`src/rtl/core/mrlm_pkg.sv`:
```
`timescale 1ns / 1ps

package mrlm_pkg;

  localparam int PAT_COUNT   = 8;
  localparam int PAT_CONNECT = 7;
  localparam int PAT_CHARS   = 12;

  localparam logic [7:0] CH_CR   = 8'h0D;
  localparam logic [7:0] CH_LF   = 8'h0A;
  localparam logic [7:0] CH_ZERO = 8'h30;

  typedef enum logic [1:0] {
    MODE_START = 2'd0,
    MODE_BYTE  = 2'd1,
    MODE_TICK  = 2'd2,
    MODE_NONE  = 2'd3
  } mode_t;

  typedef enum logic [1:0] {
    ST_MATCH    = 2'd0,
    ST_KNOWN    = 2'd1,
    ST_TIMEOUT  = 2'd2,
    ST_OVERFLOW = 2'd3
  } status_t;

  localparam logic [1:0] KIND_ANY     = 2'd0;
  localparam logic [1:0] KIND_OK      = 2'd1;
  localparam logic [1:0] KIND_CONNECT = 2'd2;

  localparam logic [1:0] REG_EXPECTED_KIND = 2'd0;
  localparam logic [1:0] REG_TIMEOUT_TICKS = 2'd1;
  localparam logic [1:0] REG_LINE_LIMIT    = 2'd2;

  localparam logic [2:0] CODE_OK   = 3'd0;
  localparam logic [2:0] CODE_NONE = 3'd7;

  // Each text is right-justified: its last character sits in the lowest byte.
  localparam logic [8*PAT_CHARS-1:0] PAT_STR [PAT_COUNT] = '{
    "OK", "ERROR", "BUSY", "NO CARRIER",
    "NO DIALTONE", "NO ANSWER", "NO DIAL TONE", "CONNECT"
  };

  localparam logic [7:0] PAT_LEN [PAT_COUNT] = '{
    8'd2, 8'd5, 8'd4, 8'd10, 8'd11, 8'd9, 8'd12, 8'd7
  };

  typedef struct packed {
    logic clear;
    logic shift;
  } cell_ctl_t;

  // Character that lies pos places before the last one of pattern p.
  function automatic logic [7:0] pat_byte(input int p, input int pos);
    logic [7:0] ch;
    ch = 8'h00;
    if (pos < PAT_CHARS) begin
      ch = PAT_STR[p][8*pos +: 8];
    end
    return ch;
  endfunction

endpackage

```
`src/rtl/core/mrlm_ifs.sv`:
```
`timescale 1ns / 1ps

interface mrlm_in_if;
  logic       valid;
  logic       ready;
  logic [1:0] mode;
  logic [7:0] rx_byte;

  modport source (output valid, output mode, output rx_byte, input ready);
  modport sink (input valid, input mode, input rx_byte, output ready);
endinterface

interface mrlm_out_if;
  logic       valid;
  logic       ready;
  logic [1:0] status;
  logic [2:0] result_code;
  logic [7:0] line_length;

  modport source (output valid, output status, output result_code, output line_length,
                  input ready);
  modport sink (input valid, input status, input result_code, input line_length,
                output ready);
endinterface

interface mrlm_cfg_if;
  logic       valid;
  logic       ready;
  logic [1:0] index;
  logic [7:0] data;

  modport source (output valid, output index, output data, input ready);
  modport sink (input valid, input index, input data, output ready);
endinterface

```
`src/rtl/core/mrlm_cell.sv`:
```
`timescale 1ns / 1ps

module mrlm_cell import mrlm_pkg::*; #(
  parameter int IDX = 0
) (
  input  logic                 clk,
  input  logic                 rst_n,
  input  cell_ctl_t            ctl,
  input  logic [7:0]           byte_in,
  output logic [7:0]           byte_out,
  output logic [PAT_COUNT-1:0] hit
);

  logic [7:0] byte_r;
  logic [7:0] byte_nxt;

  always_comb begin
    byte_nxt = byte_r;
    if (ctl.clear) begin
      byte_nxt = 8'h00;
    end else if (ctl.shift) begin
      byte_nxt = byte_in;
    end
  end

  always_ff @(posedge clk) begin
    if (!rst_n) begin
      byte_r <= 8'h00;
    end else begin
      byte_r <= byte_nxt;
    end
  end

  // A pattern no longer than this cell's distance from the newest byte does not reach it.
  always_comb begin
    for (int p = 0; p < PAT_COUNT; p++) begin
      if (IDX + 1 >= int'(PAT_LEN[p])) begin
        hit[p] = 1'b1;
      end else begin
        hit[p] = (byte_r == pat_byte(p, IDX + 1));
      end
    end
  end

  assign byte_out = byte_r;

endmodule

```
`src/rtl/core/modem_result_line_matcher_top.sv`:
```
`timescale 1ns / 1ps

// Modem result line matcher. Each request carries a mode (start a new wait, a received
// byte, or an empty one-second read tick), and requests may arrive back to back; a result,
// when the wait ends, appears in the output register on the cycle after the request that
// caused it. New requests are held off while a result waits to be collected, and a result
// collected in a given cycle frees the input in that same cycle. The recent line bytes sit
// in a row of HISTORY_BYTES cells that shift once per stored line byte and compare
// themselves against every known text at once, all combinationally. Configuration is
// taken at any time and should be written while idle.
module modem_result_line_matcher_top import mrlm_pkg::*; #(
  parameter int HISTORY_BYTES = 11
) (
  input logic           clk,
  input logic           rst_n,
  mrlm_in_if.sink       in_req,
  mrlm_out_if.source    out_res,
  mrlm_cfg_if.sink      cfg_wr
);

  logic [1:0] kind_r;
  logic [7:0] timeout_r;
  logic [7:0] limit_r;

  logic [7:0] count_r, count_nxt;
  logic [8:0] tick_r, tick_nxt;
  logic [PAT_COUNT-1:0] seen_r, seen_nxt;
  logic zero_r, zero_nxt;
  logic done_r, done_nxt;

  logic       out_valid_r, out_valid_nxt;
  logic [1:0] status_r, status_nxt;
  logic [2:0] code_r, code_nxt;
  logic [7:0] length_r, length_nxt;

  cell_ctl_t            ctl;
  logic                 accept;
  logic                 emit;
  logic [7:0]           win [HISTORY_BYTES];
  logic [PAT_COUNT-1:0] cell_hit [HISTORY_BYTES];
  logic [PAT_COUNT-1:0] hit_all;
  logic [PAT_COUNT-1:0] ends_here;
  logic                 match;
  logic                 known;
  logic [2:0]           known_code;
  logic [7:0]           count_inc;

  assign cfg_wr.ready = 1'b1;
  assign in_req.ready = !out_valid_r || out_res.ready;
  assign accept       = in_req.valid && in_req.ready;

  always_ff @(posedge clk) begin
    if (!rst_n) begin
      kind_r    <= KIND_OK;
      timeout_r <= 8'd3;
      limit_r   <= 8'd100;
    end else if (cfg_wr.valid) begin
      case (cfg_wr.index)
        REG_EXPECTED_KIND: kind_r    <= cfg_wr.data[1:0];
        REG_TIMEOUT_TICKS: timeout_r <= cfg_wr.data;
        REG_LINE_LIMIT:    limit_r   <= cfg_wr.data;
        default: ;
      endcase
    end
  end

  for (genvar i = 0; i < HISTORY_BYTES; i++) begin : g_cell
    logic [7:0] feed;
    if (i == 0) begin : g_head
      assign feed = in_req.rx_byte;
    end else begin : g_link
      assign feed = win[i-1];
    end
    mrlm_cell #(.IDX(i)) u_cell (
      .clk      (clk),
      .rst_n    (rst_n),
      .ctl      (ctl),
      .byte_in  (feed),
      .byte_out (win[i]),
      .hit      (cell_hit[i])
    );
  end

  always_comb begin
    hit_all = '1;
    for (int i = 0; i < HISTORY_BYTES; i++) begin
      hit_all = hit_all & cell_hit[i];
    end
    for (int p = 0; p < PAT_COUNT; p++) begin
      ends_here[p] = hit_all[p] && (in_req.rx_byte == pat_byte(p, 0))
                     && (int'(PAT_LEN[p]) - 1 <= HISTORY_BYTES);
    end
  end

  always_comb begin
    case (kind_r)
      KIND_OK:      match = seen_r[0] || zero_r;
      KIND_CONNECT: match = seen_r[PAT_CONNECT];
      default:      match = 1'b1;
    endcase
    known      = 1'b0;
    known_code = CODE_OK;
    for (int p = PAT_CONNECT - 1; p >= 0; p--) begin
      if (seen_r[p]) begin
        known      = 1'b1;
        known_code = 3'(p);
      end
    end
  end

  assign count_inc = count_r + 8'd1;

  always_comb begin
    count_nxt  = count_r;
    tick_nxt   = tick_r;
    seen_nxt   = seen_r;
    zero_nxt   = zero_r;
    done_nxt   = done_r;
    ctl        = '0;
    emit       = 1'b0;
    status_nxt = status_r;
    code_nxt   = code_r;
    length_nxt = length_r;

    if (accept) begin
      if (in_req.mode == MODE_START) begin
        ctl.clear = 1'b1;
        count_nxt = 8'd0;
        seen_nxt  = '0;
        zero_nxt  = 1'b0;
        tick_nxt  = 9'd0;
        done_nxt  = 1'b0;
      end else if (!done_r && in_req.mode == MODE_TICK) begin
        tick_nxt = tick_r + 9'd1;
        if (tick_nxt > {1'b0, timeout_r}) begin
          emit       = 1'b1;
          status_nxt = ST_TIMEOUT;
          code_nxt   = CODE_NONE;
          length_nxt = count_r;
        end
      end else if (!done_r && in_req.mode == MODE_BYTE) begin
        if (count_r == 8'd0 && (in_req.rx_byte == CH_CR || in_req.rx_byte == CH_LF)) begin
          ctl = '0;
        end else if (in_req.rx_byte == CH_CR) begin
          if (match) begin
            emit       = 1'b1;
            status_nxt = ST_MATCH;
            code_nxt   = CODE_NONE;
            length_nxt = count_r;
          end else if (known) begin
            emit       = 1'b1;
            status_nxt = ST_KNOWN;
            code_nxt   = known_code;
            length_nxt = PAT_LEN[known_code];
          end else if (zero_r) begin
            emit       = 1'b1;
            status_nxt = ST_KNOWN;
            code_nxt   = CODE_OK;
            length_nxt = 8'd2;
          end else begin
            ctl.clear = 1'b1;
            count_nxt = 8'd0;
            seen_nxt  = '0;
            zero_nxt  = 1'b0;
          end
        end else begin
          ctl.shift = 1'b1;
          seen_nxt  = seen_r | ends_here;
          zero_nxt  = (count_r == 8'd0) && (in_req.rx_byte == CH_ZERO);
          count_nxt = count_inc;
          if ({1'b0, count_inc} + 9'd2 > {1'b0, limit_r}) begin
            emit       = 1'b1;
            status_nxt = ST_OVERFLOW;
            code_nxt   = CODE_NONE;
            length_nxt = count_inc;
          end
        end
      end
      if (emit) begin
        done_nxt = 1'b1;
      end
    end

    if (emit) begin
      out_valid_nxt = 1'b1;
    end else if (out_res.ready) begin
      out_valid_nxt = 1'b0;
    end else begin
      out_valid_nxt = out_valid_r;
    end
  end

  always_ff @(posedge clk) begin
    if (!rst_n) begin
      count_r     <= 8'd0;
      tick_r      <= 9'd0;
      seen_r      <= '0;
      zero_r      <= 1'b0;
      done_r      <= 1'b0;
      out_valid_r <= 1'b0;
    end else begin
      count_r     <= count_nxt;
      tick_r      <= tick_nxt;
      seen_r      <= seen_nxt;
      zero_r      <= zero_nxt;
      done_r      <= done_nxt;
      out_valid_r <= out_valid_nxt;
    end
  end

  always_ff @(posedge clk) begin
    status_r <= status_nxt;
    code_r   <= code_nxt;
    length_r <= length_nxt;
  end

  assign out_res.valid       = out_valid_r;
  assign out_res.status      = status_r;
  assign out_res.result_code = code_r;
  assign out_res.line_length = length_r;

endmodule

```
`src/flat_wrapper.sv`:
```
// flat-port wrapper written by rule: the top's interface ports become plain ports
module modem_result_line_matcher_top_flat import mrlm_pkg::*;
#(
  parameter int HISTORY_BYTES = 11
)
  (clk, rst_n, in_req_valid, in_req_mode, in_req_rx_byte, in_req_ready, out_res_valid, out_res_status, out_res_result_code, out_res_line_length, out_res_ready, cfg_wr_valid, cfg_wr_index, cfg_wr_data, cfg_wr_ready);
  mrlm_in_if in_req_i ();
  mrlm_out_if out_res_i ();
  mrlm_cfg_if cfg_wr_i ();
  input logic clk;
  input logic rst_n;
  input wire logic [$bits(in_req_i.valid)-1:0] in_req_valid;
  input wire logic [$bits(in_req_i.mode)-1:0] in_req_mode;
  input wire logic [$bits(in_req_i.rx_byte)-1:0] in_req_rx_byte;
  output wire logic [$bits(in_req_i.ready)-1:0] in_req_ready;
  output wire logic [$bits(out_res_i.valid)-1:0] out_res_valid;
  output wire logic [$bits(out_res_i.status)-1:0] out_res_status;
  output wire logic [$bits(out_res_i.result_code)-1:0] out_res_result_code;
  output wire logic [$bits(out_res_i.line_length)-1:0] out_res_line_length;
  input wire logic [$bits(out_res_i.ready)-1:0] out_res_ready;
  input wire logic [$bits(cfg_wr_i.valid)-1:0] cfg_wr_valid;
  input wire logic [$bits(cfg_wr_i.index)-1:0] cfg_wr_index;
  input wire logic [$bits(cfg_wr_i.data)-1:0] cfg_wr_data;
  output wire logic [$bits(cfg_wr_i.ready)-1:0] cfg_wr_ready;
  assign in_req_i.valid = in_req_valid;
  assign in_req_i.mode = in_req_mode;
  assign in_req_i.rx_byte = in_req_rx_byte;
  assign in_req_ready = in_req_i.ready;
  assign out_res_valid = out_res_i.valid;
  assign out_res_status = out_res_i.status;
  assign out_res_result_code = out_res_i.result_code;
  assign out_res_line_length = out_res_i.line_length;
  assign out_res_i.ready = out_res_ready;
  assign cfg_wr_i.valid = cfg_wr_valid;
  assign cfg_wr_i.index = cfg_wr_index;
  assign cfg_wr_i.data = cfg_wr_data;
  assign cfg_wr_ready = cfg_wr_i.ready;
  modem_result_line_matcher_top #(.HISTORY_BYTES(HISTORY_BYTES)) u_core (.clk(clk), .rst_n(rst_n), .in_req(in_req_i), .out_res(out_res_i), .cfg_wr(cfg_wr_i));
endmodule
```
`config.mk`:
```
export PLATFORM = sky130hd
export DESIGN_NAME = modem_result_line_matcher_top_flat
export DESIGN_NICKNAME = d
export VERILOG_FILES = /design/src/rtl/core/mrlm_pkg.sv /design/src/rtl/core/mrlm_ifs.sv /design/src/rtl/core/mrlm_cell.sv /design/src/rtl/core/modem_result_line_matcher_top.sv /design/src/flat_wrapper.sv
export SDC_FILE = /design/constraint.sdc
export NUM_CORES = 1
export LEC_CHECK = 0
export BUFFER_PORTS_ARGS = -buffer_cell sky130_fd_sc_hd__buf_2
export CAP_MARGIN = 20
export CELL_PAD_IN_SITES_DETAIL_PLACEMENT = 0
export CELL_PAD_IN_SITES_GLOBAL_PLACEMENT = 1
export CORE_ASPECT_RATIO = 0.7
export CORE_MARGIN = 4
export CORE_UTILIZATION = 25
export DETAILED_ROUTE_END_ITERATION = 12
export GPL_ROUTABILITY_DRIVEN = 0
export PLACE_DENSITY = 0.5
export SETUP_SLACK_MARGIN = 0.02
export SKIP_LAST_GASP = 1
export SYNTH_ARGS = -nofsm -noshare
export SYNTH_HDL_FRONTEND = slang
export SYNTH_HIERARCHICAL = 1
export SYNTH_SLANG_ARGS = --single-unit
```
`constraint.sdc`:
```
create_clock -name clk -period 3.6 [get_ports clk]
set_input_delay 0.54 -clock clk [delete_from_list [all_inputs] [get_ports clk]]
set_output_delay 0.54 -clock clk [all_outputs]
set_load 0.1 [all_outputs]
```
==> results of run 1 <==
-- what timing repair did --
action	in CTS	in global routing
resized for setup	0	3
endpoints found under the hold margin	0	0
endpoints found under the setup margin	0	13
-- power groups by stage --
stage	Sequential [mW]	Combinational [mW]	Clock [mW]
2_1_floorplan	1.73	0.198	0
3_3_place_gp	1.71	0.282	0
3_5_place_dp	1.71	0.277	0
4_1_cts	1.67	0.278	2.12
5_1_grt	1.68	0.304	2.18
6_report	1.67	0.277	2.06
-- registers in the layout (all words and copies together), names as in the netlist --
| register | count |
|---|---|
| u_core/count_r | 8 |
| u_core/done_r | 1 |
| u_core/g_cell.u_cell/byte_out | 88 |
| u_core/kind_r | 2 |
| u_core/limit_r | 8 |
| u_core/out_res.line_length | 8 |
| u_core/out_res.result_code | 3 |
| u_core/out_res.status | 2 |
| u_core/out_res.valid | 1 |
| u_core/seen_r | 8 |
| u_core/tick_r | 9 |
| u_core/timeout_r | 8 |
| u_core/zero_r | 1 |
-- stage by stage --
step	cell area, um2	worst slack, ps	cells	utilization [%]	hold slack [ps]
2_1_floorplan	8290	329	940	-	441
3_3_place_gp	8660	288	1340	26.8	473
3_5_place_dp	8660	194	1340	26.8	487
4_1_cts	9330	174	1372	28.9	338
5_1_grt	9340	25.4	1372	28.9	370
6_report	9340	339	1372	28.9	369
-- cell families after synthesis --
logic type / share of synthesized area (%)
AO/OA/AOI/OAI: 8.60
XOR/XNOR: 1.71
multiplexers: 12.3
other: 0.504
buffers and inverters: 8.00
flip-flops: 37.5
adder cells (fa/ha/maj): 3.97
AND/OR/NAND/NOR: 27.4
-- placed cells by master (no fill, tap or decap), drive strengths merged, types with 25 or more instances in the layout --
cell type,synthesis,layout
nand2b,28,28
conb,11,37
buf,69,59
nor2,126,126
nand4,25,25
dfxtp,134,134
nor3,25,25
nor4,30,30
inv,33,34
ha,26,26
mux2i,101,101
nand2,51,51
o21ai,25,25
-- worst register-to-register path, cell delays in order, from the launching register on --
cell	delay [ps]
dfxtp_1	340
buf_4	180
inv_1	60
ha_1	360
ha_1	210
nand3b_1	110
nor3_1	250
xnor2_1	100
ha_1	210
a211oi_1	290
o211ai_1	140
a31oi_1	170
o31ai_1	90
o211ai_1	280
inv_2	190
-- cell type report --
class	count	area, um2	area share (%)
Timing Repair Buffer	59	358	3.83
Tap cell	427	534	5.72
Multi-Input combinational cell	674	4570	48.9
Sequential cell	147	3070	32.9
Inverter	33	124	1.33
Clock buffer	20	478	5.12
Clock inverter	12	199	2.13
-- final timing paths --
kind                            cells past startpoint         startpoint  slack, ps                            end
worst max-delay path                               14  u_core/count_r[0]        340  u_core/out_res.result_code[0]
worst min register to register                      1   u_core/seen_r[7]        500               u_core/seen_r[7]
worst max register to register                     14  u_core/count_r[0]        340  u_core/out_res.result_code[0]
worst min-delay path                                3     cfg_wr_data[0]        370            u_core/timeout_r[0]
-- layer usage --
layer | global-route usage [%] | vias to the layer above
li1 | - | 3229
met1 | 21.4 | 2925
met2 | 15.2 | 103
met3 | 2.80 | 18
met4 | 3.92 | 0
met5 | 0 | -
==> flow_metrics.py, run 1 <==
metrics = {
    "worst_setup_path": {
        "cp_data_arrival_time_ps": 3420,
        "cp_top_family": "compound AO/OA/AOI/OAI gates",
        "critPathKind": "register to register",
        "slowest_delay_ps": 360,
        "crit_top_cell": "ha_1",
        "crit_path_end_kind": "register",
        "crit_fanout": 13,
        "required_ps": 3760,
        "cp_cell_sequence": "buf_4 -> inv_1 -> ha_1 -> ha_1 -> nand3b_1 -> nor3_1 -> xnor2_1 -> ha_1 -> a211oi_1 -> o211ai_1 -> a31oi_1 -> o31ai_1 -> o211ai_1 -> inv_2",
        "cp_slowest_cell": "ha_1",
        "path_buf_inv": 3,
        "start_kind": "register",
    },
    "logic_synthesis": {
        "synth_area_um2": 8190,
        "synth_most_common_cell": "dfxtp_1",
        "ys_seq_area_share_pct": 37.5,
        "synth_cell_types": 70,
        "avgSynthCellArea_um2": 8.96,
        "synth_edf_count": 13,
        "synth_warnings": 6,
        "synthFlopType": "dfxtp_1",
        "synthTopCellsByArea": "dfxtp_1, mux2i_1, nor2_1, edfxtp_1, buf_4",
        "yosysTopAreaCell": "dfxtp_1",
        "synth_top_area_share_pct": 32.7,
        "synthCells": 914,
        "synth_async_sr_flop_share_pct": 0,
        "ys_seq_elements": 147,
        "synth_commonest_cells": "dfxtp_1, nor2_1, mux2i_1",
    },
    "route": {
        "drt-met1-wl_mm": 13.1,
        "wl_per_cell_um": 16.2,
        "vias_per_cell": 4.57,
        "drt_iter0_drc": 338,
        "wl_met2_mm": 7.91,
        "num_vias": 6275,
        "finalWirelength_mm": 22.3,
        "final_antenna_net_count": 0,
        "top_layer": "met4",
        "route.detailed.drc": 0,
        "first_pass_iters": 5,
        "wl_met3_um": 987,
    },
    "place": {
        "io_buffers": 39,
        "dpl.hpwl_mm": 16.8,
    },
    "clock_network": {
        "hold_buffers": 0,
        "cts_buffers": 17,
        "clk_pin_slew_ps": 60,
        "insertion_delay_ps": 440,
        "cts.sinks": 147,
        "htree_levels": 4,
        "cts_tree": "built",
        "post-cts-setup-buffers": 0,
        "cts_buffer_depth": 2,
        "cts_root_buffer": "clkbuf_16",
    },
    "global_routing": {
        "grt_pass1_vias": 5937,
        "gr-total-overflow": 0,
        "grt_max_degree": 59,
        "grt_pass1_wl_mm": 35.6,
        "antenna_found_initial": 0,
        "grt_use_total_pct": 12.7,
    },
    "timing": {
        "tns_ps": 0,
        "hold_viol_final": 0,
        "fin_skew_ps": 15.5,
        "final_max_slew_viol_count": 0,
        "finalSetupViolCount": 0,
        "fmax_ghz": 0.307,
        "slew_headroom_pct": 59.5,
        "timing.final.crit_share_pct": 90.6,
        "tightest_slew_ps": 601,
        "fin_crit_ps": 3260,
        "rsz0062_at_grt": "no",
    },
    "power_and_ir_drop": {
        "switching_share_pct": 23.6,
        "power.density_nw_per_um2": 429,
        "power.share.clock_pct": 51.3,
        "p_int_mw": 3.06,
        "comb_power_share_pct": 6.9,
        "total_power_mw": 4.01,
        "leakagePower_nw": 3.35,
        "vdd_ir_drop_max_uv": 279,
        "p_sw_mw": 0.947,
        "pwr-share-seq_pct": 41.8,
    },
    "final_layout": {
        "fillCellCount": 3462,
        "drive_gt1_share_pct": 13.3,
        "area_delta_synth_final_pct": 13.9,
        "num_antenna_cells": 0,
        "nets": 983,
    },
    "run_status": {
        "status": "completed",
    },
    "die": {
        "dieArea_um2": 35800,
        "die_x_um": 224,
        "rows": 55,
        "initial_core_util_pct": 25.3,
        "io_pins": 41,
        "core_um2": 32300,
        "die_y_um": 159,
    },
    "worst_hold_path": {
        "min_path_type": "input port to register",
    },
    "run": {
        "drv_cap": 0,
    },
}
(Power assumes the default switching activity.)
==> run 2: changes to the inputs <==
--- a/config.mk
+++ b/config.mk
@@ -14,10 +14,9 @@
 export CORE_UTILIZATION = 25
 export DETAILED_ROUTE_END_ITERATION = 12
 export GPL_ROUTABILITY_DRIVEN = 0
-export PLACE_DENSITY = 0.5
+export PLACE_DENSITY = 0.52
 export SETUP_SLACK_MARGIN = 0.02
 export SKIP_LAST_GASP = 1
 export SYNTH_ARGS = -nofsm -noshare
 export SYNTH_HDL_FRONTEND = slang
-export SYNTH_HIERARCHICAL = 1
 export SYNTH_SLANG_ARGS = --single-unit
==> run 2 against run 1 <==
  * Clock skew is 7.0 ps lower
  * First-iteration DRC count is 28% higher
  * Non-clock buffer count fell by 1
  * Sequential share of layout area up 3.2 points
  * Final cell count fell by 4.3%
==> flow_metrics.py, run 2 <==
metrics = {
    "final_layout": {
        "final_cell_mix": "nand2_1, dfxtp_1, a21oi_1, nor2_1, buf_2",
        "design_area_um2": 8520,
        "final_common_cell": "nand2_1",
        "fin_cells": 1313,
        "drive_gt1_share_pct": 10.8,
        "area_delta_synth_final_pct": 18.5,
        "num_antenna_cells": 0,
        "nets": 981,
        "largest_register_ffs": 88,
    },
    "power_and_ir_drop": {
        "leakagePower_nw": 2.94,
        "vdd_ir_drop_max_uv": 226,
        "p_sw_mw": 0.901,
        "comb_power_share_pct": 6.2,
        "switching_share_pct": 23.5,
        "power.density_nw_per_um2": 449,
        "total_power_mw": 3.83,
        "pwr-share-seq_pct": 43.7,
        "p_int_mw": 2.93,
        "power.share.clock_pct": 50.1,
    },
    "logic_synthesis": {
        "yosysTopAreaCell": "dfxtp_1",
        "syn_nets": 949,
        "avgSynthCellArea_um2": 8.01,
        "synth_top_area_share_pct": 37.3,
        "synth_cell_types": 59,
        "synth_commonest_cells": "nand2_1, dfxtp_1, a21oi_1",
        "synth_edf_count": 13,
        "synth_async_sr_flop_share_pct": 0,
        "ys_seq_elements": 147,
        "synth_area_um2": 7190,
        "ys_seq_area_share_pct": 42.7,
        "synth_warnings": 0,
        "synth_most_common_cell": "nand2_1",
        "synthCells": 898,
        "synthTopCellsByArea": "dfxtp_1, nand2_1, a21oi_1, edfxtp_1, ha_1",
        "synthFlopType": "dfxtp_1",
    },
    "die": {
        "io_pins": 41,
        "core_um2": 28100,
        "die_y_um": 150,
        "die_x_um": 211,
        "initial_core_util_pct": 25.6,
        "rows": 51,
        "dieArea_um2": 31600,
    },
    "clock_network": {
        "cts_buffer_depth": 2,
        "hold_buffers": 0,
        "cts_buffers": 17,
        "clk_pin_slew_ps": 60,
        "cts.sinks": 147,
        "cts_tree": "built",
        "cts_root_buffer": "clkbuf_16",
        "htree_levels": 4,
        "insertion_delay_ps": 430,
    },
    "worst_setup_path": {
        "crit_path_end_kind": "register",
        "ff2ff_setup_slack_ps": 310,
        "crit_fanout": 13,
        "timing.rr.end": "u_core.out_res.line_length[4]",
        "start_kind": "register",
        "r2r-start": "u_core.count_r[0]",
        "required_ps": 3790,
        "crit_start": "u_core.count_r[0]",
        "r2r_cells": 14,
        "critPathKind": "register to register",
        "cp_data_arrival_time_ps": 3470,
        "endpoint": "u_core.out_res.line_length[4]",
    },
    "global_routing": {
        "gr-total-overflow": 0,
        "grt_pass1_vias": 5738,
        "grt_use_total_pct": 14.7,
        "grt_max_degree": 89,
        "grt_pass1_wl_mm": 35.7,
        "antenna_found_initial": 0,
    },
    "route": {
        "route.detailed.drc": 0,
        "top_layer": "met4",
        "final_antenna_net_count": 0,
        "first_pass_iters": 5,
        "wl_met3_mm": 1.24,
        "drt_iter0_drc": 433,
        "finalWirelength_mm": 23.0,
        "wl_per_cell_um": 17.5,
        "vias_per_cell": 4.83,
        "num_vias": 6338,
        "wl_met2_mm": 7.95,
        "drt-met1-wl_mm": 13.7,
    },
    "place": {
        "place_area_um2": 7840,
        "placed_cells": 1280,
        "place_ws_ps": 34.2,
        "dpl.hpwl_mm": 16.6,
        "io_buffers": 39,
    },
    "run": {
        "drv_cap": 0,
    },
    "timing": {
        "fin_ws_ps": 314,
        "fin_skew_ps": 8.50,
        "hold_viol_final": 0,
        "slew_headroom_pct": 43.0,
        "fmax_ghz": 0.304,
        "tns_ps": 0,
        "fin_crit_ps": 3290,
        "finalSetupViolCount": 0,
        "timing.final.crit_share_pct": 91.3,
        "tightest_slew_ps": 844,
        "rsz0062_at_grt": "no",
        "final_max_slew_viol_count": 0,
    },
    "worst_hold_path": {
        "min_path_type": "input port to register",
    },
    "run_status": {
        "status": "completed",
    },
}
[run 2: cell type report]
class / instances / area (um2)
clock buffers: 25 / 548
clock inverters: 6 / 86.3
fillers: 3006 / 19600
inverters: 29 / 113
multi-input cells: 677 / 3840
flip-flops and latches: 147 / 3070
well taps: 371 / 464
repair buffers: 58 / 400
[run 2: layer usage]
metal / vias to the layer above / GRT usage [%]
met5: - / 0
met4: 0 / 3.11
met3: 9 / 3.33
met2: 138 / 16.8
met1: 3015 / 25.8
li1: 3176 / -
[run 2: per-stage QoR]
step,util [%],hold slack (ps)
finish,30.4,393
CTS,30.2,372
global route,30.4,396
floorplan,-,425
global placement,27.9,447
detailed placement,27.9,449
[run 2: what timing repair did]
action | in CTS | in global routing
gates cloned | 0 | 0
pin swaps | 0 | 1
gates resized for setup | 1 | 4
setup endpoints to repair | 13 | 13
buffers inserted | 0 | 2
[run 2: cell families (layout without fill, tap and decap cells)]
logic type / count (synthesis) / after routing / synth area share (%)
buffers and inverters: 74 / 118 / 4.35
adder cells (fa/ha/maj): 26 / 26 / 4.52
flip-flops: 147 / 147 / 42.7
multiplexers: 12 / 12 / 1.67
AND/OR/NAND/NOR: 440 / 440 / 30.5
XOR/XNOR: 18 / 18 / 2.19
AO/OA/AOI/OAI: 180 / 180 / 14.0
other: 1 / 1 / 0.0521
[run 2: worst min-delay path by stage]
stage	startpoint	to	slack [ps]	cells past startpoint
final	cfg_wr_data[7]	u_core.timeout_r[7]	390	3
after detailed placement	u_core.g_cell[10].u_cell.byte_out[6]	u_core.g_cell[10].u_cell.byte_out[6]	450	2
after global placement	u_core.g_cell[10].u_cell.byte_out[5]	u_core.g_cell[10].u_cell.byte_out[5]	450	2
after floorplan	u_core.seen_r[7]	u_core.seen_r[7]	430	2
after global routing	cfg_wr_data[7]	u_core.timeout_r[7]	400	3
after CTS	cfg_wr_data[6]	u_core.limit_r[6]	370	3
[run 2: worst max-delay path: stages, from the launching register on]
cell        delay [ps]
dfxtp_1            350
inv_1               50
ha_1               350
nand3b_1            90
a21oi_1            220
o32ai_2            140
xor2_1             160
ha_1               340
a211oi_2           270
o211ai_1           120
o211ai_1           190
o311ai_0           220
nand4_1            240
clkinvlp_4         130
buf_12             160
[run 2: power groups by stage]
stage / Sequential (mW) / Combinational (mW) / Clock, mW
floorplan: 1.72 / 0.135 / 0
global placement: 1.71 / 0.240 / 0
detailed placement: 1.71 / 0.237 / 0
CTS: 1.67 / 0.239 / 1.97
global route: 1.67 / 0.262 / 2.05
finish: 1.67 / 0.237 / 1.92
